## src/rtl/core/pli_pkg.sv

```systemverilog
package pli_pkg;

  // Fixed beat field widths
  localparam int KIND_W  = 2;
  localparam int POS_W   = 5;
  localparam int VAL_W   = 16;
  localparam int ST_W    = 2;
  localparam int IDX_W   = 4;
  localparam int CNT_W   = 5;
  localparam int MAX_RESULTS = 16;

  // Request kinds
  localparam logic [KIND_W-1:0] KIND_INSERT = 2'd0;
  localparam logic [KIND_W-1:0] KIND_ERASE  = 2'd1;
  localparam logic [KIND_W-1:0] KIND_LIST   = 2'd2;

  // Response status codes
  localparam logic [ST_W-1:0] ST_OK     = 2'd0;
  localparam logic [ST_W-1:0] ST_FULL   = 2'd1;
  localparam logic [ST_W-1:0] ST_BADPOS = 2'd2;
  localparam logic [ST_W-1:0] ST_EMPTY  = 2'd3;

  // Cell chain operations
  localparam int OP_W = 2;
  localparam logic [OP_W-1:0] OP_HOLD   = 2'd0;
  localparam logic [OP_W-1:0] OP_INSERT = 2'd1;
  localparam logic [OP_W-1:0] OP_ERASE  = 2'd2;
  localparam logic [OP_W-1:0] OP_ROTATE = 2'd3;

endpackage

```

## src/rtl/core/pli_req_if.sv

```systemverilog
interface pli_req_if;
  logic                        valid;
  logic                        ready;
  logic [pli_pkg::KIND_W-1:0]  kind;
  logic [pli_pkg::POS_W-1:0]   position;
  logic [pli_pkg::VAL_W-1:0]   value;

  modport source (output valid, kind, position, value, input ready);
  modport sink   (input valid, kind, position, value, output ready);
endinterface

```

## src/rtl/core/pli_rsp_if.sv

```systemverilog
interface pli_rsp_if;
  logic                       valid;
  logic                       ready;
  logic [pli_pkg::ST_W-1:0]   status;
  logic [pli_pkg::VAL_W-1:0]  element;
  logic [pli_pkg::IDX_W-1:0]  index;
  logic [pli_pkg::CNT_W-1:0]  count;
  logic                       last;

  modport source (output valid, status, element, index, count, last, input ready);
  modport sink   (input valid, status, element, index, count, last, output ready);
endinterface

```

## src/rtl/core/pli_cell.sv

```systemverilog
module pli_cell #(
  parameter int IDX    = 0,
  parameter int EW     = 16,
  parameter int PW     = 5,
  parameter int CW     = 5
) (
  input  logic                        clk,
  input  logic [pli_pkg::OP_W-1:0]    op,
  input  logic [PW-1:0]               pos,
  input  logic [CW-1:0]               cnt,
  input  logic [EW-1:0]               value,
  input  logic [EW-1:0]               left,
  input  logic [EW-1:0]               right,
  input  logic [EW-1:0]               first,
  output logic [EW-1:0]               data
);
  import pli_pkg::*;

  localparam logic [PW-1:0] IDX_P = PW'(IDX);

  logic [EW-1:0] data_next;

  // Per-cell select: neighbour, new value, wrap-around or hold
  always_comb begin
    data_next = data;
    case (op)
      OP_INSERT: begin
        if (IDX_P > pos) begin
          data_next = left;
        end else if (IDX_P == pos) begin
          data_next = value;
        end
      end
      OP_ERASE: begin
        if (IDX_P >= pos) begin
          data_next = right;
        end
      end
      OP_ROTATE: begin
        if (int'(cnt) == IDX + 1) begin
          data_next = first;
        end else if (int'(cnt) > IDX + 1) begin
          data_next = right;
        end
      end
      default: data_next = data;
    endcase
  end

  always_ff @(posedge clk) begin
    data <= data_next;
  end

endmodule

```

## src/rtl/core/positional_list_insert_erase_top.sv

```systemverilog
// Channel  Dir  Beat fields                              Role
// req      in   kind, position, value                    one operation per beat
// rsp      out  status, element, index, count, last      one result per beat
//
// Insert and erase: the result is registered in the cycle after acceptance.
// List-out: after the request is taken, one entry per cycle while rsp is not stalled,
// as the cell ring rotates; the ring turns a full lap to restore order.
// rsp back-pressure freezes the ring; req.ready is low while a list-out runs.
// Synchronous reset empties the list; cell contents are not cleared.
module positional_list_insert_erase_top #(
  parameter int CAPACITY      = 16,
  parameter int ELEMENT_WIDTH = 16
) (
  input  logic        clk,
  input  logic        rst,
  pli_req_if.sink     req,
  pli_rsp_if.source   rsp
);
  import pli_pkg::*;

  localparam int CW = $clog2(CAPACITY + 1);
  localparam int PW = (CW > POS_W) ? CW : POS_W;
  localparam logic [CW-1:0] CAP_C = CW'(CAPACITY);

  logic [CW-1:0]         cnt;
  logic                  busy;
  logic [CW-1:0]         step;
  logic [OP_W-1:0]       cell_op;
  logic [ELEMENT_WIDTH-1:0] cell_data [CAPACITY];
  logic [ELEMENT_WIDTH-1:0] new_val;

  logic                  out_free;
  logic                  accept;
  logic [PW-1:0]         pos_x;
  logic [PW-1:0]         cnt_x;
  logic                  step_last;
  logic                  step_emit;

  assign out_free = !rsp.valid || rsp.ready;
  assign req.ready = !busy && out_free;
  assign accept   = req.valid && req.ready;
  assign pos_x    = PW'(req.position);
  assign cnt_x    = PW'(cnt);
  assign new_val  = ELEMENT_WIDTH'(req.value);
  assign step_emit = int'(step) < MAX_RESULTS;
  assign step_last = ({1'b0, step} + 1'b1 == {1'b0, cnt}) ||
                     (int'(step) == MAX_RESULTS - 1);

  // Chain operation for this cycle
  always_comb begin
    cell_op = OP_HOLD;
    if (busy && out_free) begin
      cell_op = OP_ROTATE;
    end else if (accept) begin
      case (req.kind)
        KIND_INSERT: begin
          if (cnt != CAP_C && pos_x <= cnt_x) begin
            cell_op = OP_INSERT;
          end
        end
        KIND_ERASE: begin
          if (cnt != '0 && pos_x < cnt_x) begin
            cell_op = OP_ERASE;
          end
        end
        default: cell_op = OP_HOLD;
      endcase
    end
  end

  // Row of storage cells
  for (genvar i = 0; i < CAPACITY; i++) begin : g_cell
    localparam int LI = (i == 0) ? 0 : i - 1;
    localparam int RI = (i == CAPACITY - 1) ? i : i + 1;
    pli_cell #(
      .IDX (i),
      .EW  (ELEMENT_WIDTH),
      .PW  (PW),
      .CW  (CW)
    ) u_cell (
      .clk   (clk),
      .op    (cell_op),
      .pos   (pos_x),
      .cnt   (cnt),
      .value (new_val),
      .left  (cell_data[LI]),
      .right (cell_data[RI]),
      .first (cell_data[0]),
      .data  (cell_data[i])
    );
  end

  // Control: count, list-out sequencing and response valid
  always_ff @(posedge clk) begin
    if (rst) begin
      cnt       <= '0;
      busy      <= 1'b0;
      step      <= '0;
      rsp.valid <= 1'b0;
    end else begin
      if (out_free) begin
        rsp.valid <= 1'b0;
      end
      if (busy && out_free) begin
        if (step_emit) begin
          rsp.valid <= 1'b1;
        end
        step <= step + 1'b1;
        if ({1'b0, step} + 1'b1 == {1'b0, cnt}) begin
          busy <= 1'b0;
        end
      end else if (accept) begin
        case (req.kind)
          KIND_INSERT: begin
            rsp.valid <= 1'b1;
            if (cell_op == OP_INSERT) begin
              cnt <= cnt + 1'b1;
            end
          end
          KIND_ERASE: begin
            rsp.valid <= 1'b1;
            if (cell_op == OP_ERASE) begin
              cnt <= cnt - 1'b1;
            end
          end
          KIND_LIST: begin
            if (cnt == '0) begin
              rsp.valid <= 1'b1;
            end else begin
              busy <= 1'b1;
              step <= '0;
            end
          end
          default: begin
          end
        endcase
      end
    end
  end

  // Response payload
  always_ff @(posedge clk) begin
    if (busy && out_free) begin
      if (step_emit) begin
        rsp.status  <= ST_OK;
        rsp.element <= VAL_W'(cell_data[0]);
        rsp.index   <= IDX_W'(step);
        rsp.count   <= CNT_W'(cnt);
        rsp.last    <= step_last;
      end
    end else if (accept) begin
      rsp.element <= '0;
      rsp.index   <= '0;
      rsp.last    <= 1'b1;
      case (req.kind)
        KIND_INSERT: begin
          if (cnt == CAP_C) begin
            rsp.status <= ST_FULL;
            rsp.count  <= CNT_W'(cnt);
          end else if (pos_x > cnt_x) begin
            rsp.status <= ST_BADPOS;
            rsp.count  <= CNT_W'(cnt);
          end else begin
            rsp.status <= ST_OK;
            rsp.count  <= CNT_W'(cnt + 1'b1);
          end
        end
        KIND_ERASE: begin
          if (cnt == '0) begin
            rsp.status <= ST_EMPTY;
            rsp.count  <= CNT_W'(cnt);
          end else if (pos_x >= cnt_x) begin
            rsp.status <= ST_BADPOS;
            rsp.count  <= CNT_W'(cnt);
          end else begin
            rsp.status <= ST_OK;
            rsp.count  <= CNT_W'(cnt - 1'b1);
          end
        end
        default: begin
          rsp.status <= ST_EMPTY;
          rsp.count  <= CNT_W'(cnt);
        end
      endcase
    end
  end

endmodule

```

## src/flat_wrapper.sv

```systemverilog
// flat-port wrapper written by rule: the top's interface ports become plain ports
module positional_list_insert_erase_top_flat import pli_pkg::*;
#(
  parameter int CAPACITY      = 16,
  parameter int ELEMENT_WIDTH = 16
)
  (clk, rst, req_valid, req_kind, req_position, req_value, req_ready, rsp_valid, rsp_status, rsp_element, rsp_index, rsp_count, rsp_last, rsp_ready);
  pli_req_if req_i ();
  pli_rsp_if rsp_i ();
  input  logic clk;
  input  logic rst;
  input wire logic [$bits(req_i.valid)-1:0] req_valid;
  input wire logic [$bits(req_i.kind)-1:0] req_kind;
  input wire logic [$bits(req_i.position)-1:0] req_position;
  input wire logic [$bits(req_i.value)-1:0] req_value;
  output wire logic [$bits(req_i.ready)-1:0] req_ready;
  output wire logic [$bits(rsp_i.valid)-1:0] rsp_valid;
  output wire logic [$bits(rsp_i.status)-1:0] rsp_status;
  output wire logic [$bits(rsp_i.element)-1:0] rsp_element;
  output wire logic [$bits(rsp_i.index)-1:0] rsp_index;
  output wire logic [$bits(rsp_i.count)-1:0] rsp_count;
  output wire logic [$bits(rsp_i.last)-1:0] rsp_last;
  input wire logic [$bits(rsp_i.ready)-1:0] rsp_ready;
  assign req_i.valid = req_valid;
  assign req_i.kind = req_kind;
  assign req_i.position = req_position;
  assign req_i.value = req_value;
  assign req_ready = req_i.ready;
  assign rsp_valid = rsp_i.valid;
  assign rsp_status = rsp_i.status;
  assign rsp_element = rsp_i.element;
  assign rsp_index = rsp_i.index;
  assign rsp_count = rsp_i.count;
  assign rsp_last = rsp_i.last;
  assign rsp_i.ready = rsp_ready;
  positional_list_insert_erase_top #(.CAPACITY(CAPACITY), .ELEMENT_WIDTH(ELEMENT_WIDTH)) u_core (.clk(clk), .rst(rst), .req(req_i), .rsp(rsp_i));
endmodule
```

## config.mk

```make
export PLATFORM = sky130hd
export DESIGN_NAME = positional_list_insert_erase_top_flat
export DESIGN_NICKNAME = d
export VERILOG_FILES = /design/src/rtl/core/pli_pkg.sv /design/src/rtl/core/pli_req_if.sv /design/src/rtl/core/pli_rsp_if.sv /design/src/rtl/core/pli_cell.sv /design/src/rtl/core/positional_list_insert_erase_top.sv /design/src/flat_wrapper.sv
export SDC_FILE = /design/constraint.sdc
export NUM_CORES = 1
export LEC_CHECK = 0
export BUFFER_PORTS_ARGS = -buffer_cell sky130_fd_sc_hd__buf_2
export CORE_MARGIN = 2
export CORE_UTILIZATION = 58
export CTS_BUF_LIST = sky130_fd_sc_hd__clkbuf_8
export DETAILED_ROUTE_END_ITERATION = 8
export HOLD_SLACK_MARGIN = 0.05
export PLACE_DENSITY_LB_ADDON = 0.12
export SLEW_MARGIN = 40
export SYNTH_ARGS = -nofsm -noshare
export SYNTH_HDL_FRONTEND = slang
export SYNTH_SLANG_ARGS = --single-unit
```

## constraint.sdc

```tcl
create_clock -name clk -period 4.65 [get_ports clk]
set_input_delay 0.465 -clock clk [delete_from_list [all_inputs] [get_ports clk]]
set_output_delay 0.465 -clock clk [all_outputs]
set_load 0.02 [all_outputs]
```

==> impl_metrics.env <==
export IMPL_wl_per_cell_um=25.3
export IMPL_root_buffer="clkbuf_8"
export IMPL_seqPwrFrac=0.498
export IMPL_end_kind="flop"
export IMPL_netlist_area_um2=17200
export IMPL_cts_resized=0
export IMPL_core_um2=28900
export IMPL_cts_hold_buf=0
export IMPL_final_common_cell="edfxtp_1"
export IMPL_finalWorstSetupSlack_ns=0.906
export IMPL_hold_start="req_valid"
export IMPL_rsz0062_at_grt="no"
export IMPL_layout_drive_gt1_share=0.150
export IMPL_synth_nets=1580
export IMPL_antenna_found_initial=0
export IMPL_synth_area_per_cell_um2=11.2
export IMPL_worstRegToRegCells=9
export IMPL_fp_row_count=62
export IMPL_hold_path_depth=3
export IMPL_cts_buffers=51
export IMPL_period_needed_ns=3.74
export IMPL_grt_busiest_layer="met2"
export IMPL_grt_use_met3=0.0448
export IMPL_async_reset_ff_frac=0
export IMPL_syn_to_final_growth_pct=8.16
export IMPL_drt_pass1_iter_count=6
export IMPL_synth_top_area_frac=0.497
export IMPL_p_switching_w=0.00164
export IMPL_setup_viol=0
export IMPL_power_leakage_nw=6.92
export IMPL_clock_path_buffers=3
export IMPL_fin_setup_tns_ns=0
export IMPL_skew_ns=0.0290
export IMPL_status="complete, no violations"
export IMPL_synth_top_area_cell="edfxtp_1"
export IMPL_antenna_left=0
export IMPL_ir_drop_mv=0.212
export IMPL_grtUsageTotal=0.313
export IMPL_die_w_um=176
export IMPL_grt_pass1_wl_um=77000
export IMPL_r2r_start="u_core.cnt[4]"
export IMPL_finish_net_count=1570
export IMPL_grt_max_degree=150
export IMPL_hold_class="in2reg"
export IMPL_comb_power_share=0.121
export IMPL_clkTransAtPathRegs_ns=0.07
export IMPL_cp_max_fo=16
export IMPL_clk_latency_ns=0.59
export IMPL_tightestPinTransition_ns=0.836
export IMPL_synth_edf_count=284
export IMPL_min_period_over_period=0.805
export IMPL_worstPathArrival_ns=4.00
export IMPL_drtIter0Drc=1569
export IMPL_multi_input_area_um2=7640
export IMPL_grt_pass1_vias=13700
export IMPL_ys_ff_latch=296
export IMPL_die_area_um2=31000
export IMPL_hold_viol_final=0
export IMPL_drv_slew=0
export IMPL_relSlewSlack=0.442
export IMPL_htreeDepth=2
export IMPL_met2_usage=0.514
export IMPL_gp_congestion=0.963
export IMPL_yosys_warnings=0
export IMPL_seq_area_um2=8770
export IMPL_die_h_um=176
export IMPL_dp_hpwl_um=32100
export IMPL_met1_usage=0.433
export IMPL_ys_seq_area_frac=0.511
export IMPL_intPower_w=0.00457
export IMPL_power_share_switching=0.265
export IMPL_postCtsSetupBuffers=0
export IMPL_pre_cts_ws_ns=0.976
export IMPL_cts_sinks=296
export IMPL_holdPathEnd="u_core.rsp.valid"
export IMPL_drc=0
export IMPL_cap_viol_max_count=0
export IMPL_initial_utilization=0.594
export IMPL_synthCells=1540
export IMPL_grt_overflow=0
export IMPL_fillers=2321
export IMPL_vias=13800
export IMPL_p_per_area_nw_per_um2=334
export IMPL_synth_main_ff_cell="edfxtp_1"
export IMPL_r2r_end="u_core.g_cell[4].u_cell.data[5]"
export IMPL_max_freq_mhz=267
export IMPL_synthDistinctLibCells=64
export IMPL_required_ns=4.90
export IMPL_path_class="reg2reg"
export IMPL_port_buffers=56
export IMPL_start_kind="flop"
export IMPL_r2r_slack_ns=0.91
export IMPL_cts_tree="done"
export IMPL_synthTopCellsByArea="edfxtp_1, a221o_1, mux2i_1"
export IMPL_via_per_inst=7.05
export IMPL_pin_count=57
export IMPL_p_clk_frac=0.381
export IMPL_drt_wl_total_um=49400
export IMPL_mostFrequentLayoutCells="edfxtp_1, a221o_1, nor2_1, mux2i_1, nand2_1"
[critical path, cell delays in order, from the launching register on]
cell and delay (ns):
dfxtp_1 0.62, clkinv_1 0.39, ha_1 0.42, a21oi_1 0.22, o221ai_1 0.18, buf_4 0.20
a211oi_1 0.49, nor2_1 0.27, o22ai_1 0.28, buf_4 0.34
[power by group through the flow]
| stage | Clock, W | Combinational, W | Sequential (W) |
|---|---|---|---|
| 6_report | 0.00237 | 0.000751 | 0.00309 |
| 5_1_grt | 0.00249 | 0.000811 | 0.00309 |
| 4_1_cts | 0.00239 | 0.000739 | 0.00309 |
| 3_5_place_dp | 0 | 0.000737 | 0.00314 |
| 3_3_place_gp | 0 | 0.000713 | 0.00314 |
| 2_1_floorplan | 0 | 0.000537 | 0.00314 |
[synthesized netlist by cell type (all sizes together) (4+ instances only)]
cell type / count
buf: 89
nor3: 17
mux2: 18
nor2b: 5
or3: 8
ha: 13
and3: 34
or2: 10
nand2: 126
nand3: 22
a21o: 6
a211oi: 11
xnor2: 4
o21ai: 35
a31oi: 8
o21bai: 18
nor2: 178
clkbuf: 77
a221oi: 4
mux2i: 161
edfxtp: 284
inv: 10
and2: 18
a21oi: 106
a221o: 223
dfxtp: 12
[sequential cells by signal, indices dropped and copies added (netlist names)]
| register | flops |
|---|---|
| u_core.rsp.element | 16 |
| u_core.rsp.valid | 1 |
| u_core.rsp.last | 1 |
| u_core.step | 5 |
| u_core.rsp.status | 2 |
| u_core.busy | 1 |
| u_core.rsp.count | 5 |
| u_core.g_cell.u_cell.data | 256 |
| u_core.cnt | 5 |
| u_core.rsp.index | 4 |
[per-stage QoR]
step | total power [W] | cells | hold WS, ns | util | instance area [um^2]
6_report | 0.00621 | 1954 | 0.157 | 0.642 | 18600
5_1_grt | 0.00639 | 1953 | 0.157 | 0.642 | 18600
4_1_cts | 0.00621 | 1953 | 0.120 | 0.641 | 18600
3_5_place_dp | 0.00388 | 1861 | 0.538 | 0.608 | 17600
3_3_place_gp | 0.00386 | 1861 | 0.504 | 0.607 | 17600
2_1_floorplan | 0.00367 | 1540 | 0.480 | - | 17200
[worst max-delay path by stage]
| stage | startpoint | end | slack, ns | cells past startpoint |
|---|---|---|---|---|
| after floorplan | u_core.cnt[4] | u_core.g_cell[0].u_cell.data[0] | 0.62 | 9 |
| after CTS | u_core.cnt[4] | u_core.g_cell[0].u_cell.data[0] | 0.92 | 9 |
| final | u_core.cnt[4] | u_core.g_cell[4].u_cell.data[5] | 0.91 | 9 |
| after global placement | u_core.cnt[4] | u_core.g_cell[0].u_cell.data[11] | 1.07 | 9 |
| after detailed placement | u_core.cnt[4] | u_core.g_cell[0].u_cell.data[11] | 0.98 | 9 |
| after global routing | u_core.cnt[4] | u_core.g_cell[0].u_cell.data[0] | 0.66 | 9 |
[per-layer routing]
metal  vias up  share of wire
li1       6019              -
met1      6902           0.41
met2       745           0.49
met3       115          0.080
met4         0          0.024
met5         -              0
[logic make-up (layout without fill, tap and decap cells)]
group	after synthesis	in the layout	share of synthesized area
compound gates	439	439	0.208
xor+xnor	7	7	0.00357
fa+ha+maj	13	13	0.00947
buf+inv	177	206	0.0511
flops	296	296	0.511
mux	179	179	0.106
other cells	0	1	0
simple gates	429	429	0.112
[final cells by class]
type	count	share of cell area
repair buffers	103	0.0354
multi-input cells	1067	0.412
clock inverters	36	0.0112
diodes	1	0.000135
flip-flops and latches	296	0.472
clock buffers	56	0.0415
inverters	11	0.00222
well taps	384	0.0259
No activity file was read; power rests on OpenSTA's default activity.
